--- src/sv/bdw_pkg.sv ---
// Shared constants and codes of the binary dilation window block.
// Depends on nothing; every other file of the block but bdw_ram imports it.

package bdw_pkg;

    localparam int PIX_W       = 8;
    localparam int CFG_IDX_W   = 3;
    localparam int CFG_DATA_W  = 12;
    localparam int DIM_W       = 12;
    localparam int RAD_W       = 5;
    localparam int MODE_W      = 2;
    localparam int QUEUE_DEPTH = 4;

    // A pixel counts as set only at full scale; results are full scale or zero.
    localparam logic [PIX_W-1:0] PIX_SET   = 8'd255;
    localparam logic [PIX_W-1:0] PIX_CLEAR = 8'd0;

    typedef enum logic [CFG_IDX_W-1:0] {
        REG_FRAME_WIDTH  = 3'd0,
        REG_FRAME_HEIGHT = 3'd1,
        REG_ROW_RADIUS   = 3'd2,
        REG_COL_RADIUS   = 3'd3,
        REG_WINDOW_MODE  = 3'd4
    } reg_index_t;

    typedef enum logic [MODE_W-1:0] {
        MODE_HORIZONTAL = 2'd0,
        MODE_VERTICAL   = 2'd1,
        MODE_RECTANGLE  = 2'd2
    } window_mode_t;

    localparam logic [DIM_W-1:0]  RST_FRAME_WIDTH  = 12'd640;
    localparam logic [DIM_W-1:0]  RST_FRAME_HEIGHT = 12'd480;
    localparam logic [RAD_W-1:0]  RST_ROW_RADIUS   = 5'd2;
    localparam logic [RAD_W-1:0]  RST_COL_RADIUS   = 5'd5;
    localparam logic [MODE_W-1:0] RST_WINDOW_MODE  = 2'd2;

endpackage

--- src/sv/bdw_queue.sv ---
// Short register queue that decouples the front end from the window back end.
// Depends on bdw_pkg; the item type comes from the instantiating module.

module bdw_queue #(
    parameter int  DEPTH   = 4,
    parameter type entry_t = logic
) (
    input  logic   clk,
    input  logic   rst_n,
    input  logic   push_valid,
    output logic   push_ready,
    input  entry_t push_entry,
    output logic   pop_valid,
    input  logic   pop_ready,
    output entry_t pop_entry
);

    import bdw_pkg::*;

    localparam int PTR_W = (DEPTH > 1) ? $clog2(DEPTH) : 1;
    localparam int CNT_W = $clog2(DEPTH + 1);

    entry_t           slot_reg [DEPTH];
    logic [PTR_W-1:0] wr_ptr_reg;
    logic [PTR_W-1:0] rd_ptr_reg;
    logic [CNT_W-1:0] count_reg;
    logic             do_push;
    logic             do_pop;

    assign push_ready = (count_reg != CNT_W'(DEPTH));
    assign pop_valid  = (count_reg != '0);
    assign pop_entry  = slot_reg[rd_ptr_reg];
    assign do_push    = push_valid && push_ready;
    assign do_pop     = pop_valid && pop_ready;

    always_ff @(posedge clk or negedge rst_n)
    begin
        if (!rst_n)
        begin
            wr_ptr_reg <= '0;
            rd_ptr_reg <= '0;
            count_reg  <= '0;
        end
        else
        begin
            if (do_push)
            begin
                wr_ptr_reg <= (wr_ptr_reg == PTR_W'(DEPTH - 1)) ? '0 : wr_ptr_reg + PTR_W'(1);
            end
            if (do_pop)
            begin
                rd_ptr_reg <= (rd_ptr_reg == PTR_W'(DEPTH - 1)) ? '0 : rd_ptr_reg + PTR_W'(1);
            end
            if (do_push && !do_pop)
                count_reg <= count_reg + CNT_W'(1);
            else if (do_pop && !do_push)
                count_reg <= count_reg - CNT_W'(1);
        end
    end

    always_ff @(posedge clk)
    begin
        if (do_push)
        begin
            slot_reg[wr_ptr_reg] <= push_entry;
        end
    end

endmodule

--- config.mk ---
export PLATFORM = sky130hd
export DESIGN_NAME = bdw_queue
export DESIGN_NICKNAME = d
export VERILOG_FILES = /design/src/sv/bdw_pkg.sv /design/src/sv/bdw_queue.sv
export SDC_FILE = /design/constraint.sdc
export NUM_CORES = 1
export LEC_CHECK = 0
export ABC_AREA = 1
export BUFFER_PORTS_ARGS = -buffer_cell sky130_fd_sc_hd__buf_2
export CORE_UTILIZATION = 44
export DETAILED_ROUTE_END_ITERATION = 10
export SYNTH_ARGS = -nofsm -noshare
export SYNTH_HDL_FRONTEND = slang
export SYNTH_SLANG_ARGS = --single-unit
export TNS_END_PERCENT = 20
--- constraint.sdc ---
create_clock -name clk -period 3.1 [get_ports clk]
set_clock_uncertainty 0.15 [all_clocks]
set_input_delay 0.62 -clock clk [delete_from_list [all_inputs] [get_ports clk]]
set_output_delay 0.62 -clock clk [all_outputs]
set_load 0.05 [all_outputs]
==> flow_summary.yaml, run 1 <==
outcome:
  status: "finished clean"
worst_hold_path:
  hold_depth: 2
  hp-class: "reg2reg"
floorplan:
  core_um2: 1320
  rows: 13
  num_io_pins: 8
  dieArea_um2: 1590
  fp.dieW_um: 39.9
  dieHeight_um: 39.9
  start_util: 0.479
final_layout:
  finalInstanceArea_um2: 721
  drive_gt1_frac: 0.195
  syn2layout_area_growth_pct: 14.3
  largest_reg_flops: 4
  instances_no_fill: 97
  final_cell_mix: "nand2_1, inv_1, dfrtp_1, buf_2"
  fin_nets: 95
  layout_commonest_cell: "nand2_1"
  num_antenna_cells: 0
clock_network:
  clock_latency_ps: 260
  htreeDepth: 1
  cts_buffers: 3
  root_buffer: "clkbuf_4"
  cts_buffer_depth: 2
  clock_sinks: 11
  clkSlewWorstSetupHoldPaths_ps: 70
  cts_resized: 0
  hold_buffers: 0
  cts_tree: "built"
  postCtsSetupBuffers: 0
worst_setup_path:
  r2r_cells: 9
  timing.rr.end: "count_reg[1]$_DFFE_PN0P_"
  reg2reg_from: "count_reg[0]$_DFFE_PN0P_"
  path_buf_inv: 1
  regToRegSetupSlack_ps: 1180
  crit_slowest_cell: "dfrtp_1"
  criticalPathCategory: "reg2out"
  crit_arrival_ps: 1260
  setup.worst_path.end: "pop_entry"
  cp_top_family: "flip-flops"
  cp_common_cell: "nand2_1"
  startpoint: "rd_ptr_reg[0]$_DFFE_PN0P_"
  path_depth: 4
  cpPeakStageDelay_ps: 440
  cp-end-kind: "output pin"
  path_cells: "or2_1 > nand2_1 > nand2_1 > buf_2"
  crit_required_ps: 2330
  path_max_fanout: 7
  cp-start-kind: "register"
yosys:
  yosys.area.top_type: "dfrtp_1"
  synth_top_area_share: 0.278
  syn_inst: 70
  syn_area_per_cell_um2: 9.01
  syn-num-nets: 82
  yosysUniqueCellTypes: 18
  seq_area_frac_synth: 0.468
  synth-seq-cells: 11
  syn_area_um2: 631
  synth-warning-count: 0
  synthTopCellsByArea: "dfrtp_1, edfxtp_1, ha_1"
timing:
  period_share: 0.653
  rsz0062_at_grt: "no"
  tns_ps: 0
  min_period_ps: 2030
  whs_ps: 374
  tightest_slew_ps: 248
  slew_headroom: 0.836
  hold_viol_final: 0
  setup_viol: 0
  fmax_mhz: 494
  drv_slew: 0
pwr:
  peakVddDrop_uv: 476
  p_total_mw: 0.721
  power_density_nw_per_um2: 1000
  p_leak_nw: 0.375
placed_design:
  dp_cells: 92
  hpwl_um: 713
  io_buffer_count: 7
  dpl-instance-area_um2: 684
  gp_congestion: 0.819
grt:
  track_usage: 0.151
  antenna_found_initial: 0
  overflow: 0
  grt_max_degree: 8
  grt_pass1_wl_mm: 1.42
  grt_pass1_vias: 344
routing:
  drt-initial-drc-count: 10
  routed_wl_um: 868
  vias_per_cell: 4.59
  avgRoutedWirePerCell_um: 8.95
  vias: 445
  dr.pass1.iters: 4
  postRouteAntennaNets: 0
  drc: 0
job:
  maxCapViolCount: 0
worst register-to-register path, cell delays in order, from the launching register on:
cell	delay, ps
dfrtp_1	430
inv_2	90
nand3_2	130
nand2_4	120
inv_1	50
ha_1	200
inv_1	90
fa_1	410
nand2_1	70
o21ai_0	70
final cells by class:
| cell class | instances | area (µm²) |
|---|---|---|
| fillers | 121 | 597 |
| flip-flops and latches | 11 | 295 |
| multi-input cells | 44 | 279 |
| inverters | 15 | 56.3 |
| repair buffers | 8 | 45.0 |
| clock buffers | 4 | 26.3 |
| well taps | 15 | 18.8 |
kinds of logic (layout without fill, tap and decap cells):
group	Yosys count	in the layout	synth area share
simple gates	33	33	0.250
buf+inv	15	27	0.0893
flops	11	11	0.468
fa+ha+maj	7	7	0.151
compound gates	3	3	0.0278
xor+xnor	1	1	0.0139
metrics by stage:
| stage | util | setup slack [ps] |
|---|---|---|
| finish | 0.547 | 1070 |
| global route | 0.547 | 970 |
| CTS | 0.539 | 1050 |
| detailed placement | 0.519 | 1070 |
| floorplan | - | 997 |
| global placement | 0.519 | 1090 |
cell usage after synthesis (all sizes together):
cell type,number
dfrtp,7
fa,1
or2,1
ha,6
inv,15
a21oi,1
nand2,18
edfxtp,4
nand3,7
nand4,1
nor2,6
o21ai,1
o211ai,1
xnor2,1
power by group:
part / internal, mW / switching [mW]
Combinational: 0.128 / 0.236
Clock: 0.0495 / 0.0409
Sequential: 0.210 / 0.0569
Total: 0.387 / 0.334
layer usage:
layer	vias to the layer above	routed length, µm	part of all wire	track usage
met2	7	386	0.44	0.209
met4	0	12	0.014	0.103
met5	-	0	0	0
met3	2	33	0.038	0.0682
li1	243	-	-	-
met1	193	435	0.50	0.181
worst min-delay path by stage:
stage                             startpoint                        to  slack [ps]
floorplan                              rst_n  count_reg[0]$_DFFE_PN0P_         170
global placement                       rst_n  count_reg[1]$_DFFE_PN0P_         310
CTS                                    rst_n  count_reg[1]$_DFFE_PN0P_          20
detailed placement                     rst_n  count_reg[1]$_DFFE_PN0P_         310
finish              count_reg[2]$_DFFE_PN0P_  count_reg[2]$_DFFE_PN0P_         370
global route                      push_entry     slot_reg[0]$_DFFE_PP_         420
Note: power is estimated with default switching activity, not from simulation.
==> inputs of run 2 (changes only) <==
PLACE_DENSITY = 0.66   (was unset)
clock period = 1.7 ns   (was 3.1 ns; I/O delays follow)
==> run 2 against run 1 <==
The run now ends with setup timing left. Flip-flop and latch count unchanged. Global-route usage is 2.8 points higher. Clock-buffer cell count unchanged. First-iteration DRC count rose by 20%. Non-clock buffer count rose by 11. Worst hold slack got worse by 230 ps. Clock power up 91%. Largest cell class is now multi-input gates.
==> flow_summary.yaml, run 2 (synthesis gave the netlist of run 1 again) <==
worst_setup_path:
  path_buf_inv: 2
  crit_arrival_ps: 1720
  timing.rr.end: "count_reg[2]$_DFFE_PN0P_"
  reg2reg_from: "count_reg[2]$_DFFE_PN0P_"
  cp-end-kind: "register"
  path_cells: "inv_2 > nand3_4 > nand2_4 > ha_4 > inv_2 > fa_2 > nand2_2 > nand3_1 > nand2_1 > nand2_1"
  criticalPathCategory: "reg2reg"
  cp_top_family: "adder cells"
  r2r_cells: 10
  crit_required_ps: 1700
  cpPeakStageDelay_ps: 450
  startpoint: "count_reg[2]$_DFFE_PN0P_"
  cp-start-kind: "register"
  path_max_fanout: 3
  crit_slowest_cell: "dfrtp_2"
  regToRegSetupSlack_ps: -20
routing:
  avgRoutedWirePerCell_um: 10.2
  routed_wl_mm: 1.10
  postRouteAntennaNets: 0
  dr.pass1.iters: 3
  drt-initial-drc-count: 12
  drc: 0
  vias: 502
  vias_per_cell: 4.65
final_layout:
  syn2layout_area_growth_pct: 36.1
  largest_reg_flops: 4
  multi_input_area_um2: 319
  register_area_um2: 298
  fin_nets: 106
  final_cell_mix: "nand2_1, buf_4, inv_1"
  drive_gt1_frac: 0.387
  finalInstanceArea_um2: 858
  layout_commonest_cell: "nand2_1"
  fin_util: 0.651
  num_antenna_cells: 0
  instances_no_fill: 108
  nFillCells: 105
outcome:
  violations: "setup timing"
  status: "finished with violations"
grt:
  antenna_found_initial: 0
  overflow: 0
  grt_pass1_wl_mm: 1.66
  grt_pass1_vias: 422
  track_usage: 0.178
  grt_max_degree: 8
timing:
  slew_headroom: 0.837
  setup_viol: 2
  fmax_mhz: 581
  rsz0062_at_grt: "yes"
  setup_ws_ps: -19.7
  tightest_slew_ps: 246
  hold_viol_final: 0
  min_period_ps: 1720
  tns_ps: -23.2
  period_share: 1.01
  drv_slew: 0
  whs_ps: 144
job:
  maxCapViolCount: 0
pwr:
  p_leak_nw: 0.430
  peakVddDrop_uv: 958
  p_total_mw: 1.65
  power_density_nw_per_um2: 1920
clock_network:
  cts_buffers: 3
  clkSlewWorstSetupHoldPaths_ps: 60
  cts_buffer_depth: 2
  cts_tree: "built"
  root_buffer: "clkbuf_4"
  clock_sinks: 11
  clock_latency_ps: 260
  htreeDepth: 1
floorplan:
  num_io_pins: 8
  dieHeight_um: 39.9
  start_util: 0.479
  fp.dieW_um: 39.9
  dieArea_um2: 1590
  core_um2: 1320
  rows: 13
worst_hold_path:
  hold_depth: 1
  hp-start: "push_entry"
  min_to: "slot_reg[2]$_DFFE_PP_"
  hp-class: "in2reg"
placed_design:
  place_ws_ps: -122
  dpl-instance-area_um2: 769
  io_buffer_count: 7
  gp_congestion: 0.746
  hpwl_um: 811
  dp_cells: 99
run 2: cell types whose count changed in the layout (fill, tap and decap cells not counted), moves of 2 or more:
cell / before / now
nand3_4: 0 / 2
buf_6: 0 / 2
buf_2: 7 / 5
buf_4: 0 / 11
inv_1: 13 / 10
dfrtp_2: 0 / 2
dfrtp_1: 7 / 5
nand3_2: 2 / 0
nand2_1: 16 / 14
inv_2: 2 / 5
run 2: report_power, final:
group          switching [mW]  total (mW)  leakage [nW]  internal (mW)
Combinational           0.544       0.990         0.296          0.446
Sequential             0.0953       0.483         0.119          0.388
Clock                  0.0823       0.173        0.0150         0.0908
Total                   0.721        1.65         0.430          0.925
run 2: worst max path at each step:
| stage | endpoint | slack [ps] | cells after the start |
|---|---|---|---|
| global route | count_reg[2]$_DFFE_PN0P_ | -120 | 10 |
| finish | count_reg[2]$_DFFE_PN0P_ | -20 | 10 |
| detailed placement | count_reg[2]$_DFFE_PN0P_ | -120 | 10 |
| floorplan | count_reg[2]$_DFFE_PN0P_ | -220 | 10 |
| global placement | count_reg[2]$_DFFE_PN0P_ | -90 | 10 |
| CTS | count_reg[1]$_DFFE_PN0P_ | -8 | 9 |
run 2: layer usage:
metal | wire length, µm | global-route usage | vias to the layer above | share of wire
met5 | 0 | 0 | - | 0
li1 | - | - | 265 | -
met4 | 14 | 0.0776 | 0 | 0.013
met3 | 49 | 0.102 | 2 | 0.045
met1 | 486 | 0.178 | 224 | 0.44
met2 | 546 | 0.295 | 11 | 0.50
run 2: layout make-up:
class | instances | area share
repair buffers | 19 | 0.163
clock buffers | 4 | 0.0306
inverters | 15 | 0.0656
flip-flops and latches | 11 | 0.347
multi-input cells | 44 | 0.372
well taps | 15 | 0.0219
run 2: what timing repair did:
action / 4_1_cts / 5_1_grt
setup buffers: 3 / 1
hold buffers: 1 / 0
hold endpoints to repair: 7 / 0
setup endpoints to repair: 5 / 5
gates resized for setup: 9 / 2
pin swaps: 6 / 0
